`src/frw_pkg.sv`:
```
// ---------------------------------------------------------------------------
// frw_pkg: shared types and constants of the frame reorder window
// store depth, derived widths, result status codes and sequencer states
// ---------------------------------------------------------------------------
package frw_pkg;

   localparam int STORE_DEPTH = 16;
   localparam int IDX_W       = $clog2(STORE_DEPTH);
   localparam int CNT_W       = $clog2(STORE_DEPTH + 1);

   localparam int ID_W  = 32;
   localparam int TAG_W = 16;
   localparam int WIN_W = 16;

   localparam logic [WIN_W-1:0] SKIP_GAP_RESET = WIN_W'(8);

   typedef enum logic [1:0] {
      ST_RELEASED = 2'd0,
      ST_LATE     = 2'd1,
      ST_DUP      = 2'd2,
      ST_FULL     = 2'd3
   } status_type;

   typedef enum logic [2:0] {
      S_IDLE,
      S_LATE,
      S_SCAN,
      S_INSERT,
      S_REL,
      S_SKIP,
      S_DONE
   } state_type;

endpackage

```
`src/frame_reorder_window_top.sv`:
```
// ---------------------------------------------------------------------------
// frame_reorder_window_top: sequence-number reorder buffer
// sorted store of pending frames, released in order behind a window start
// ---------------------------------------------------------------------------
// usage
//   req_*  : one item per frame (32-bit sequence id, 16-bit payload tag)
//   rsp_*  : zero or more result items per request item; rsp_last marks the
//            final one, a request that only parks its frame gives none
//   csr_*  : writes the skip gap; taken only while the sequencer is idle
// flow
//   the ordered search walks the store entries in turn through the single
//   shared comparator, which then checks the store head for release; the
//   released frames leave one per cycle while no older staged result is
//   held back by a stalled receiver, and the window may skip ahead once
//   per item; req_ready is high only in the idle state, so items are handled
//   one at a time
// reset
//   synchronous, active high; store emptied (count 0), window start 0,
//   skip gap 8; store contents are not cleared
// stall
//   results pass through an output register; a stalled receiver holds the
//   sequencer before it stages the next result, no result is lost
// ---------------------------------------------------------------------------
module frame_reorder_window_top
   import frw_pkg::*;
(
   input  logic             clock,
   input  logic             reset,

   input  logic             req_valid,
   output logic             req_ready,
   input  logic [ID_W-1:0]  req_frame_id,
   input  logic [TAG_W-1:0] req_payload_tag,

   output logic             rsp_valid,
   input  logic             rsp_ready,
   output logic [ID_W-1:0]  rsp_out_frame_id,
   output logic [TAG_W-1:0] rsp_out_tag,
   output logic [1:0]       rsp_status,
   output logic             rsp_last,

   input  logic             csr_valid,
   output logic             csr_ready,
   input  logic [WIN_W-1:0] csr_skip_gap
);

   // sequencer
   state_type        state_ff, state_in;

   // configuration and window
   logic [WIN_W-1:0] skip_gap_ff, skip_gap_in;
   logic [ID_W-1:0]  win_start_ff, win_start_in;

   // pending store, kept sorted ascending; entries at or above count are stale
   logic [ID_W-1:0]  pend_ids_ff  [STORE_DEPTH];
   logic [ID_W-1:0]  pend_ids_in  [STORE_DEPTH];
   logic [TAG_W-1:0] pend_tags_ff [STORE_DEPTH];
   logic [TAG_W-1:0] pend_tags_in [STORE_DEPTH];
   logic [CNT_W-1:0] pend_cnt_ff, pend_cnt_in;

   // accepted item
   logic [ID_W-1:0]  in_id_ff, in_id_in;
   logic [TAG_W-1:0] in_tag_ff, in_tag_in;

   // search index, later the insert position
   logic [CNT_W-1:0] idx_ff, idx_in;
   logic             skip_done_ff, skip_done_in;

   // staged result, held back until we know whether it is the last one
   logic             res_valid_ff, res_valid_in;
   logic [ID_W-1:0]  res_id_ff, res_id_in;
   logic [TAG_W-1:0] res_tag_ff, res_tag_in;
   status_type       res_status_ff, res_status_in;

   // output register
   logic             rsp_valid_ff, rsp_valid_in;
   logic [ID_W-1:0]  rsp_id_ff, rsp_id_in;
   logic [TAG_W-1:0] rsp_tag_ff, rsp_tag_in;
   status_type       rsp_status_ff, rsp_status_in;
   logic             rsp_last_ff, rsp_last_in;

   // shared comparator, 33 bits so the skip bound never wraps
   logic [ID_W:0]    cmp_a, cmp_b;
   logic             cmp_eq, cmp_lt, cmp_gt;

   logic [ID_W-1:0]  scan_rd_id;
   logic             req_take;
   logic             out_free;
   logic             store_empty;
   logic             store_full;
   logic             scan_end;
   logic             rel_hit;
   logic             rel_go;
   logic             skip_hit;
   logic             do_insert;
   logic             do_pop;

   // ---------------- shared compare unit ----------------
   assign scan_rd_id = pend_ids_ff[idx_ff[IDX_W-1:0]];

   always_comb begin
      cmp_a = '0;
      cmp_b = '0;
      case (state_ff)
         S_LATE: begin
            cmp_a = {1'b0, in_id_ff};
            cmp_b = {1'b0, win_start_ff};
         end
         S_SCAN: begin
            cmp_a = {1'b0, scan_rd_id};
            cmp_b = {1'b0, in_id_ff};
         end
         S_REL: begin
            cmp_a = {1'b0, pend_ids_ff[0]};
            cmp_b = {1'b0, win_start_ff};
         end
         S_SKIP: begin
            // window start plus tolerated gap, without wrap
            cmp_a = {1'b0, pend_ids_ff[0]};
            cmp_b = {1'b0, win_start_ff} + {{(ID_W+1-WIN_W){1'b0}}, skip_gap_ff};
         end
         default: begin
            cmp_a = '0;
            cmp_b = '0;
         end
      endcase
   end

   assign cmp_eq = (cmp_a == cmp_b);
   assign cmp_lt = (cmp_a < cmp_b);
   assign cmp_gt = !cmp_eq && !cmp_lt;

   // ---------------- control terms ----------------
   assign req_take    = req_valid && req_ready;
   assign out_free    = !rsp_valid_ff || rsp_ready;
   assign store_empty = (pend_cnt_ff == '0);
   assign store_full  = (pend_cnt_ff == CNT_W'(STORE_DEPTH));
   assign scan_end    = (idx_ff == pend_cnt_ff);
   assign rel_hit     = !store_empty && cmp_eq;
   // a release waits only if an older staged result cannot leave yet
   assign rel_go      = rel_hit && (!res_valid_ff || out_free);
   assign skip_hit    = !store_empty && cmp_gt;
   assign do_insert   = (state_ff == S_INSERT);
   assign do_pop      = (state_ff == S_REL) && rel_go;

   // ---------------- next state ----------------
   always_comb begin
      state_in = state_ff;
      case (state_ff)
         S_IDLE: begin
            if (req_take) state_in = S_LATE;
         end
         S_LATE: begin
            state_in = cmp_lt ? S_DONE : S_SCAN;
         end
         S_SCAN: begin
            if (scan_end || cmp_gt) begin
               state_in = store_full ? S_DONE : S_INSERT;
            end else if (cmp_eq) begin
               state_in = S_DONE;
            end
         end
         S_INSERT: begin
            state_in = S_REL;
         end
         S_REL: begin
            if (!rel_hit) state_in = skip_done_ff ? S_DONE : S_SKIP;
         end
         S_SKIP: begin
            state_in = skip_hit ? S_REL : S_DONE;
         end
         S_DONE: begin
            if (!res_valid_ff || out_free) state_in = S_IDLE;
         end
         default: begin
            state_in = S_IDLE;
         end
      endcase
   end

   // ---------------- datapath and outputs ----------------
   always_comb begin
      skip_gap_in    = skip_gap_ff;
      win_start_in   = win_start_ff;
      in_id_in       = in_id_ff;
      in_tag_in      = in_tag_ff;
      idx_in         = idx_ff;
      skip_done_in   = skip_done_ff;
      res_valid_in   = res_valid_ff;
      res_id_in      = res_id_ff;
      res_tag_in     = res_tag_ff;
      res_status_in  = res_status_ff;
      rsp_valid_in   = rsp_valid_ff && !rsp_ready;
      rsp_id_in      = rsp_id_ff;
      rsp_tag_in     = rsp_tag_ff;
      rsp_status_in  = rsp_status_ff;
      rsp_last_in    = rsp_last_ff;
      req_ready      = (state_ff == S_IDLE);
      csr_ready      = (state_ff == S_IDLE);

      if (csr_valid && csr_ready) skip_gap_in = csr_skip_gap;

      case (state_ff)
         S_IDLE: begin
            if (req_take) begin
               in_id_in  = req_frame_id;
               in_tag_in = req_payload_tag;
            end
         end
         S_LATE: begin
            idx_in = '0;
            if (cmp_lt) begin
               res_valid_in  = 1'b1;
               res_id_in     = in_id_ff;
               res_tag_in    = in_tag_ff;
               res_status_in = ST_LATE;
            end
         end
         S_SCAN: begin
            if (scan_end || cmp_gt) begin
               // idx now holds the insert position
               if (store_full) begin
                  res_valid_in  = 1'b1;
                  res_id_in     = in_id_ff;
                  res_tag_in    = in_tag_ff;
                  res_status_in = ST_FULL;
               end
            end else if (cmp_eq) begin
               res_valid_in  = 1'b1;
               res_id_in     = in_id_ff;
               res_tag_in    = in_tag_ff;
               res_status_in = ST_DUP;
            end else begin
               idx_in = idx_ff + CNT_W'(1);
            end
         end
         S_INSERT: begin
            skip_done_in = 1'b0;
         end
         S_REL: begin
            if (rel_go) begin
               if (res_valid_ff) begin
                  rsp_valid_in  = 1'b1;
                  rsp_id_in     = res_id_ff;
                  rsp_tag_in    = res_tag_ff;
                  rsp_status_in = res_status_ff;
                  rsp_last_in   = 1'b0;
               end
               res_valid_in  = 1'b1;
               res_id_in     = pend_ids_ff[0];
               res_tag_in    = pend_tags_ff[0];
               res_status_in = ST_RELEASED;
               win_start_in  = pend_ids_ff[0] + ID_W'(1);
            end
         end
         S_SKIP: begin
            skip_done_in = 1'b1;
            if (skip_hit) win_start_in = pend_ids_ff[0];
         end
         S_DONE: begin
            if (res_valid_ff && out_free) begin
               rsp_valid_in  = 1'b1;
               rsp_id_in     = res_id_ff;
               rsp_tag_in    = res_tag_ff;
               rsp_status_in = res_status_ff;
               rsp_last_in   = 1'b1;
               res_valid_in  = 1'b0;
            end
         end
         default: begin
         end
      endcase
   end

   // ---------------- store update: shift insert or pop head ----------------
   always_comb begin
      pend_cnt_in = pend_cnt_ff;
      for (int i = 0; i < STORE_DEPTH; i++) begin
         pend_ids_in[i]  = pend_ids_ff[i];
         pend_tags_in[i] = pend_tags_ff[i];
      end

      if (do_insert) begin
         pend_cnt_in = pend_cnt_ff + CNT_W'(1);
         if (idx_ff == '0) begin
            pend_ids_in[0]  = in_id_ff;
            pend_tags_in[0] = in_tag_ff;
         end
         for (int i = 1; i < STORE_DEPTH; i++) begin
            if (CNT_W'(i) == idx_ff) begin
               pend_ids_in[i]  = in_id_ff;
               pend_tags_in[i] = in_tag_ff;
            end else if (CNT_W'(i) > idx_ff) begin
               pend_ids_in[i]  = pend_ids_ff[i-1];
               pend_tags_in[i] = pend_tags_ff[i-1];
            end
         end
      end else if (do_pop) begin
         pend_cnt_in = pend_cnt_ff - CNT_W'(1);
         for (int i = 0; i < STORE_DEPTH - 1; i++) begin
            pend_ids_in[i]  = pend_ids_ff[i+1];
            pend_tags_in[i] = pend_tags_ff[i+1];
         end
      end
   end

   // ---------------- registers ----------------
   always_ff @(posedge clock) begin
      if (reset) begin
         state_ff       <= S_IDLE;
         skip_gap_ff    <= SKIP_GAP_RESET;
         win_start_ff   <= '0;
         pend_cnt_ff    <= '0;
         skip_done_ff   <= 1'b0;
         res_valid_ff   <= 1'b0;
         rsp_valid_ff   <= 1'b0;
      end else begin
         state_ff       <= state_in;
         skip_gap_ff    <= skip_gap_in;
         win_start_ff   <= win_start_in;
         pend_cnt_ff    <= pend_cnt_in;
         skip_done_ff   <= skip_done_in;
         res_valid_ff   <= res_valid_in;
         rsp_valid_ff   <= rsp_valid_in;
      end
   end

   // payload, no reset
   always_ff @(posedge clock) begin
      in_id_ff      <= in_id_in;
      in_tag_ff     <= in_tag_in;
      idx_ff        <= idx_in;
      res_id_ff     <= res_id_in;
      res_tag_ff    <= res_tag_in;
      res_status_ff <= res_status_in;
      rsp_id_ff     <= rsp_id_in;
      rsp_tag_ff    <= rsp_tag_in;
      rsp_status_ff <= rsp_status_in;
      rsp_last_ff   <= rsp_last_in;
      for (int i = 0; i < STORE_DEPTH; i++) begin
         pend_ids_ff[i]  <= pend_ids_in[i];
         pend_tags_ff[i] <= pend_tags_in[i];
      end
   end

   assign rsp_valid        = rsp_valid_ff;
   assign rsp_out_frame_id = rsp_id_ff;
   assign rsp_out_tag      = rsp_tag_ff;
   assign rsp_status       = rsp_status_ff;
   assign rsp_last         = rsp_last_ff;

   // ---------------- assertions ----------------
   a_cnt_bound: assert property (@(posedge clock) disable iff (reset)
      pend_cnt_ff <= CNT_W'(STORE_DEPTH))
      else $error("pending count above store depth");

   a_scan_bound: assert property (@(posedge clock) disable iff (reset)
      (state_ff == S_SCAN) |-> (idx_ff <= pend_cnt_ff))
      else $error("search index past pending count");

   a_head_sorted: assert property (@(posedge clock) disable iff (reset)
      (pend_cnt_ff >= CNT_W'(2)) |-> (pend_ids_ff[0] < pend_ids_ff[1]))
      else $error("store head out of order");

   a_take_clean: assert property (@(posedge clock) disable iff (reset)
      req_take |-> !res_valid_ff)
      else $error("new item taken while a result is still staged");

   a_insert_room: assert property (@(posedge clock) disable iff (reset)
      do_insert |-> !store_full)
      else $error("insert into a full store");

endmodule

```
`config.mk`:
```
export PLATFORM = sky130hd
export DESIGN_NAME = frame_reorder_window_top
export DESIGN_NICKNAME = d
export VERILOG_FILES = /design/src/frw_pkg.sv /design/src/frame_reorder_window_top.sv
export SDC_FILE = /design/constraint.sdc
export NUM_CORES = 2
export LEC_CHECK = 0
export BUFFER_PORTS_ARGS = -buffer_cell sky130_fd_sc_hd__clkbuf_2
export CAP_MARGIN = 25
export CELL_PAD_IN_SITES_DETAIL_PLACEMENT = 2
export CELL_PAD_IN_SITES_GLOBAL_PLACEMENT = 2
export CORE_ASPECT_RATIO = 0.6
export CORE_MARGIN = 10
export CORE_UTILIZATION = 39
export DETAILED_ROUTE_END_ITERATION = 10
export HOLD_SLACK_MARGIN = 0.1
export PLACE_DENSITY = 0.72
export SETUP_SLACK_MARGIN = 0.5
export SLEW_MARGIN = 30
export SYNTH_ARGS = -nofsm -noshare
export SYNTH_HDL_FRONTEND = slang
export SYNTH_SLANG_ARGS = --single-unit
```
`constraint.sdc`:
```
create_clock -name clock -period 6.3 [get_ports clock]
set_input_delay 1.26 -clock clock [delete_from_list [all_inputs] [get_ports clock]]
set_output_delay 1.26 -clock clock [all_outputs]
set_load 0.01 [all_outputs]
```
Word-level counts from Yosys, hierarchy flattened. Memory sizes are Yosys's and may differ from the RTL's. A register that Yosys moved wholly into a read port is not among the register bits. Cells that the tools add are included.

$add $sub $neg: 5. $lt $le $gt $ge: 16. Equality and inequality tests: 36. Multiplexer cells: 135. Reductions and logical operators: 37.

Operators by type and width (number): 32-bit 2-to-1 mux (42); 480-bit 2-to-1 mux (2); 16-bit 2-to-1 mux (40); 240-bit 2-to-1 mux (2); 32-bit one-hot mux with 3 select lines (2); 32-bit one-hot mux with 2 select lines (2); 33-bit one-hot mux with 3 select lines (1); 16-bit one-hot mux with 3 select lines (1); 4-bit by 5-bit equality test with 1-bit output (first input constant) (8); 4-bit by 5-bit > comparator with 1-bit output (first input constant) (8); 32-bit by 16-bit adder with 33-bit output (1); 33-bit equality test (1); 33-bit < comparator (1); 32-bit by 1-bit adder with 32-bit output (second input constant) (1); 16-bit one-hot mux with 2 select lines (1); 3-bit 2-to-1 mux (7); 3-bit one-hot mux with 7 select lines (1); 3-bit by 5-bit equality test with 1-bit output (first input constant) (4); 3-bit by 5-bit > comparator with 1-bit output (first input constant) (4); 2-bit 2-to-1 mux (10); 5-bit 2-to-1 mux (4); 2-bit != test (second input constant) (9); 1-bit 2-to-1 mux (12); 5-bit by 1-bit adder with 5-bit output (second input constant) (2); other kinds (32) (63).

Register bits: 213. Bits in writable memories: 768. Input bits: 69. Output and inout bits: 54. Logic and storage cells: 248. Memories: 2.

Memory list: pend_ids_ff (depth 16, bits a word 32, read ports 17, clocked after memory_dff 1, wr ports 16, RTL line frame_reorder_window_top.sv:55) `logic [ID_W-1:0] pend_ids_ff [STORE_DEPTH];`; pend_tags_ff (depth 16, bits a word 16, read ports 16, clocked after memory_dff 0, wr ports 16, RTL line frame_reorder_window_top.sv:57) `logic [TAG_W-1:0] pend_tags_ff [STORE_DEPTH];`.

Longest topological paths before layout.
Depth after elaboration: 10. Depth in mapped cells: 22.

Worst setup path before layout. OpenSTA, ideal clock, no wires.

Path kind: flip-flop to flip-flop. From: register with a tool-made name. To: memory pend_ids_ff[6][0] (enable). Data arrival time: 5862 ps. Data required time: 5846 ps. Setup slack: -15 ps. Cell stages (with the launch flop): 14. Path buffers: 2. Cell sequence: dfxtp_1 -> buf_2 -> buf_1 -> mux4_2 -> mux4_2 -> nand2_1 -> o21ai_0 -> ha_1 -> nand4_1 -> nor4_2 -> nand4_1 -> nor4_1 -> nor2_1 -> nor2_1.

RTL lines (RTL line): end: declaration (frame_reorder_window_top.sv:55).

==> results_dict.tcl <==
set metrics [dict create \
    drc_errors 0 \
    fp.dieArea_sq_um 154000 \
    first_iter_violations 5323 \
    leakagePower_nw 23.0 \
    place.gp.congestion 0.869 \
    ys_top_cells_by_count "nand2_1, edfxtp_1, o21ai_0, mux2i_1, clkbuf_1" \
    maxCapViolations 0 \
    crit_path_end_kind "flop" \
    ys_seq_elements 985 \
    syn_area_sq_um 54000 \
    power_mw 23.0 \
    powerDensity_nw_per_um2 381 \
    crit_slowest_cell "fa_1" \
    fin_util 0.440 \
    start_util 0.394 \
    tightestPinTransition_ps 1070 \
    wire_per_inst_um 31.9 \
    grt_usage 0.265 \
    syn2layout_area_growth_pct 11.8 \
    clock_sinks 985 \
    cp_max_fo 26 \
    cts_root_buf "clkbuf_16" \
    setup_slack_ps 667 \
    critPathBufInv 3 \
    cp_top_family "simple AND/OR/NAND/NOR gates" \
    postRouteAntennaNets 0 \
    io_buffer_count 122 \
    num-fill-cells 13800 \
    clk_pin_slew_ps 60 \
    cp.required_ps 6730 \
    wl_mm 211 \
    ys_warn_count 0 \
    core_sq_um 137000 \
    synth.area.top_cells "edfxtp_1, mux2i_1, nand2_1" \
    synth_async_sr_flop_share 0 \
    vdd.ir_drop.worst_mv 0.215 \
    dp_cells 6416 \
    antenna_found_initial 10 \
    fin_skew_ps 38.9 \
    io_pins 123 \
    finalCriticalPeriod_ps 5630 \
    grt_overflow 0 \
    slew_headroom 0.290 \
    cts_buffers 105 \
    final_max_slew_viol_count 0 \
    post_cts_buffers 0 \
    rsz0062_at_grt "true" \
    fin_tns_setup_ps 0 \
    path_cells "ha_1 > fa_1 > a211oi_2 > o21ai_1 > a31oi_4 > a21oi_1 > buf_4 > a31oi_1 > o21ai_0 > o21ai_0 > a21oi_1 > ha_1 > nand4_1 > nor4_4 > nand4_1 > nor2_1 > nand3_2 > buf_4 > nand2_4 > buf_12" \
    status "complete, no violations" \
    critical_path_class "reg -> reg" \
    grt_pass1_wl_mm 306 \
    syn_nets 4908 \
    yosysUniqueCellTypes 82 \
    synth_top_area_frac 0.513 \
    seq_area_frac_synth 0.536 \
    hpwl_mm 142 \
    clk_path_buf_depth 3 \
    die_h_um 308 \
    hold_buffers 0 \
    viasPerCell 6.23 \
    core.rowCount 105 \
    cp.arrival_ps 6060 \
    fmax_ghz 0.178 \
    preCtsSetupSlack_ps 607 \
    critPathLaunchType "flop" \
    first_pass_iters 5 \
    synth-edff-count 922 \
    nets 4839 \
    slowest_delay_ps 460 \
    holdCritPathClass "reg -> reg" \
    final-hold-violation-count 0 \
    synth_flop_cell "edfxtp_1" \
    clock_latency_ps 750 \
    synth_cells 4782 \
    layout-drive-gt1-share 0.150 \
    htreeDepth 3 \
    fin_cells 6614 \
    grt_max_degree 236 \
    synth_area_per_cell_sq_um 11.3 \
    cts_tree "yes" \
    synth.largest_area_cell "edfxtp_1" \
    num_vias 41200 \
    grt_pass1_vias 42100 \
    post-synth-top-count-cell "nand2_1" \
    timing.final.crit_share 0.894 \
    die_x_um 500 \
    setup_viol 0 \
]
-- cell families (layout without fill, tap and decap cells) --
kind of cell | count (synthesis) | after routing | synth area share
adders and majority gates | 57 | 57 | 0.0135
other | 0 | 1 | 0
muxes | 891 | 891 | 0.204
DFF | 985 | 985 | 0.536
AOI/OAI and AO/OA | 968 | 968 | 0.0983
and+or+nand+nor | 1335 | 1335 | 0.101
xor gates and xnor gates | 61 | 61 | 0.00989
buffers and inverters | 485 | 497 | 0.0378
-- cells in the final DEF (no fill, tap or decap), drive strengths merged, types with 8 or more instances in the layout --
master / instances
nand3: 37
nor4: 9
ha: 55
and2: 8
a21o: 8
xnor2: 36
buf: 165
nand4: 20
nor2b: 13
dfxtp: 63
a22oi: 40
nor2: 57
and3: 12
clkbuf: 249
nand2: 1091
mux2i: 673
clkinv: 50
nor3: 56
a21oi: 90
mux2: 58
nand2b: 9
mux4: 160
edfxtp: 922
inv: 26
a211oi: 29
o21ai: 736
xor2: 25
-- power by group --
group | switching [mW] | internal [mW] | total, mW
Sequential | 0.908 | 8.08 | 8.98
Clock | 2.86 | 3.37 | 6.22
Combinational | 4.96 | 2.82 | 7.78
Total | 8.73 | 14.3 | 23.0
-- flip-flops by register name, summed over array words and instances, names as in the netlist, 2 cells and up, named ones only --
signal	count
idx_ff	5
in_id_ff	32
in_tag_ff	16
pend_cnt_ff	5
pend_ids_ff	512
pend_tags_ff	256
res_id_ff	32
res_status_ff	2
res_tag_ff	16
rsp_out_frame_id	32
rsp_out_tag	16
rsp_status	2
skip_gap_ff	16
state_ff	3
win_start_ff	32
-- repair_timing --
action	CTS	global route
hold endpoints to repair	0	0
setup endpoints to repair	0	791
gates resized for setup	0	12
-- routing by layer --
metal / GRT usage / part of all wire / wire [um]
met5: 0 / 0.000062 / 13
met4: 0.0485 / 0.016 / 3340
met3: 0.0692 / 0.10 / 21000
met2: 0.354 / 0.39 / 83100
met1: 0.424 / 0.49 / 103000
-- layout make-up --
| cell class | count | area [sq um] | share of cell area |
|---|---|---|---|
| antenna | 1 | 2.50 | 0.0000414 |
| multi-input combinational | 3312 | 23300 | 0.386 |
| timing repair buffer | 288 | 2440 | 0.0405 |
| sequential | 985 | 29000 | 0.480 |
| tap | 1819 | 2280 | 0.0377 |
| clock inverter | 62 | 559 | 0.00926 |
| clock buffer | 126 | 2720 | 0.0450 |
| inverter | 21 | 86.3 | 0.00143 |
-- through the flow --
step                      hold slack, ps  instance area (sq um)
after floorplan                      400                  54000
after global placement               405                  56800
after detailed placement             406                  56900
after CTS                            409                  60200
after global routing                 416                  60400
final                                416                  60400
-- worst paths after layout --
check	from	endpoint	cells after the start	slack (ps)
max reg2reg	win_start_ff[0]	pend_tags_ff[1][105]	20	670
min reg2reg	res_tag_ff[4]	rsp_out_tag[4]	0	420
max	win_start_ff[0]	pend_tags_ff[1][105]	20	670
min	res_tag_ff[4]	rsp_out_tag[4]	0	420
No activity file was read; power rests on OpenSTA's default activity.
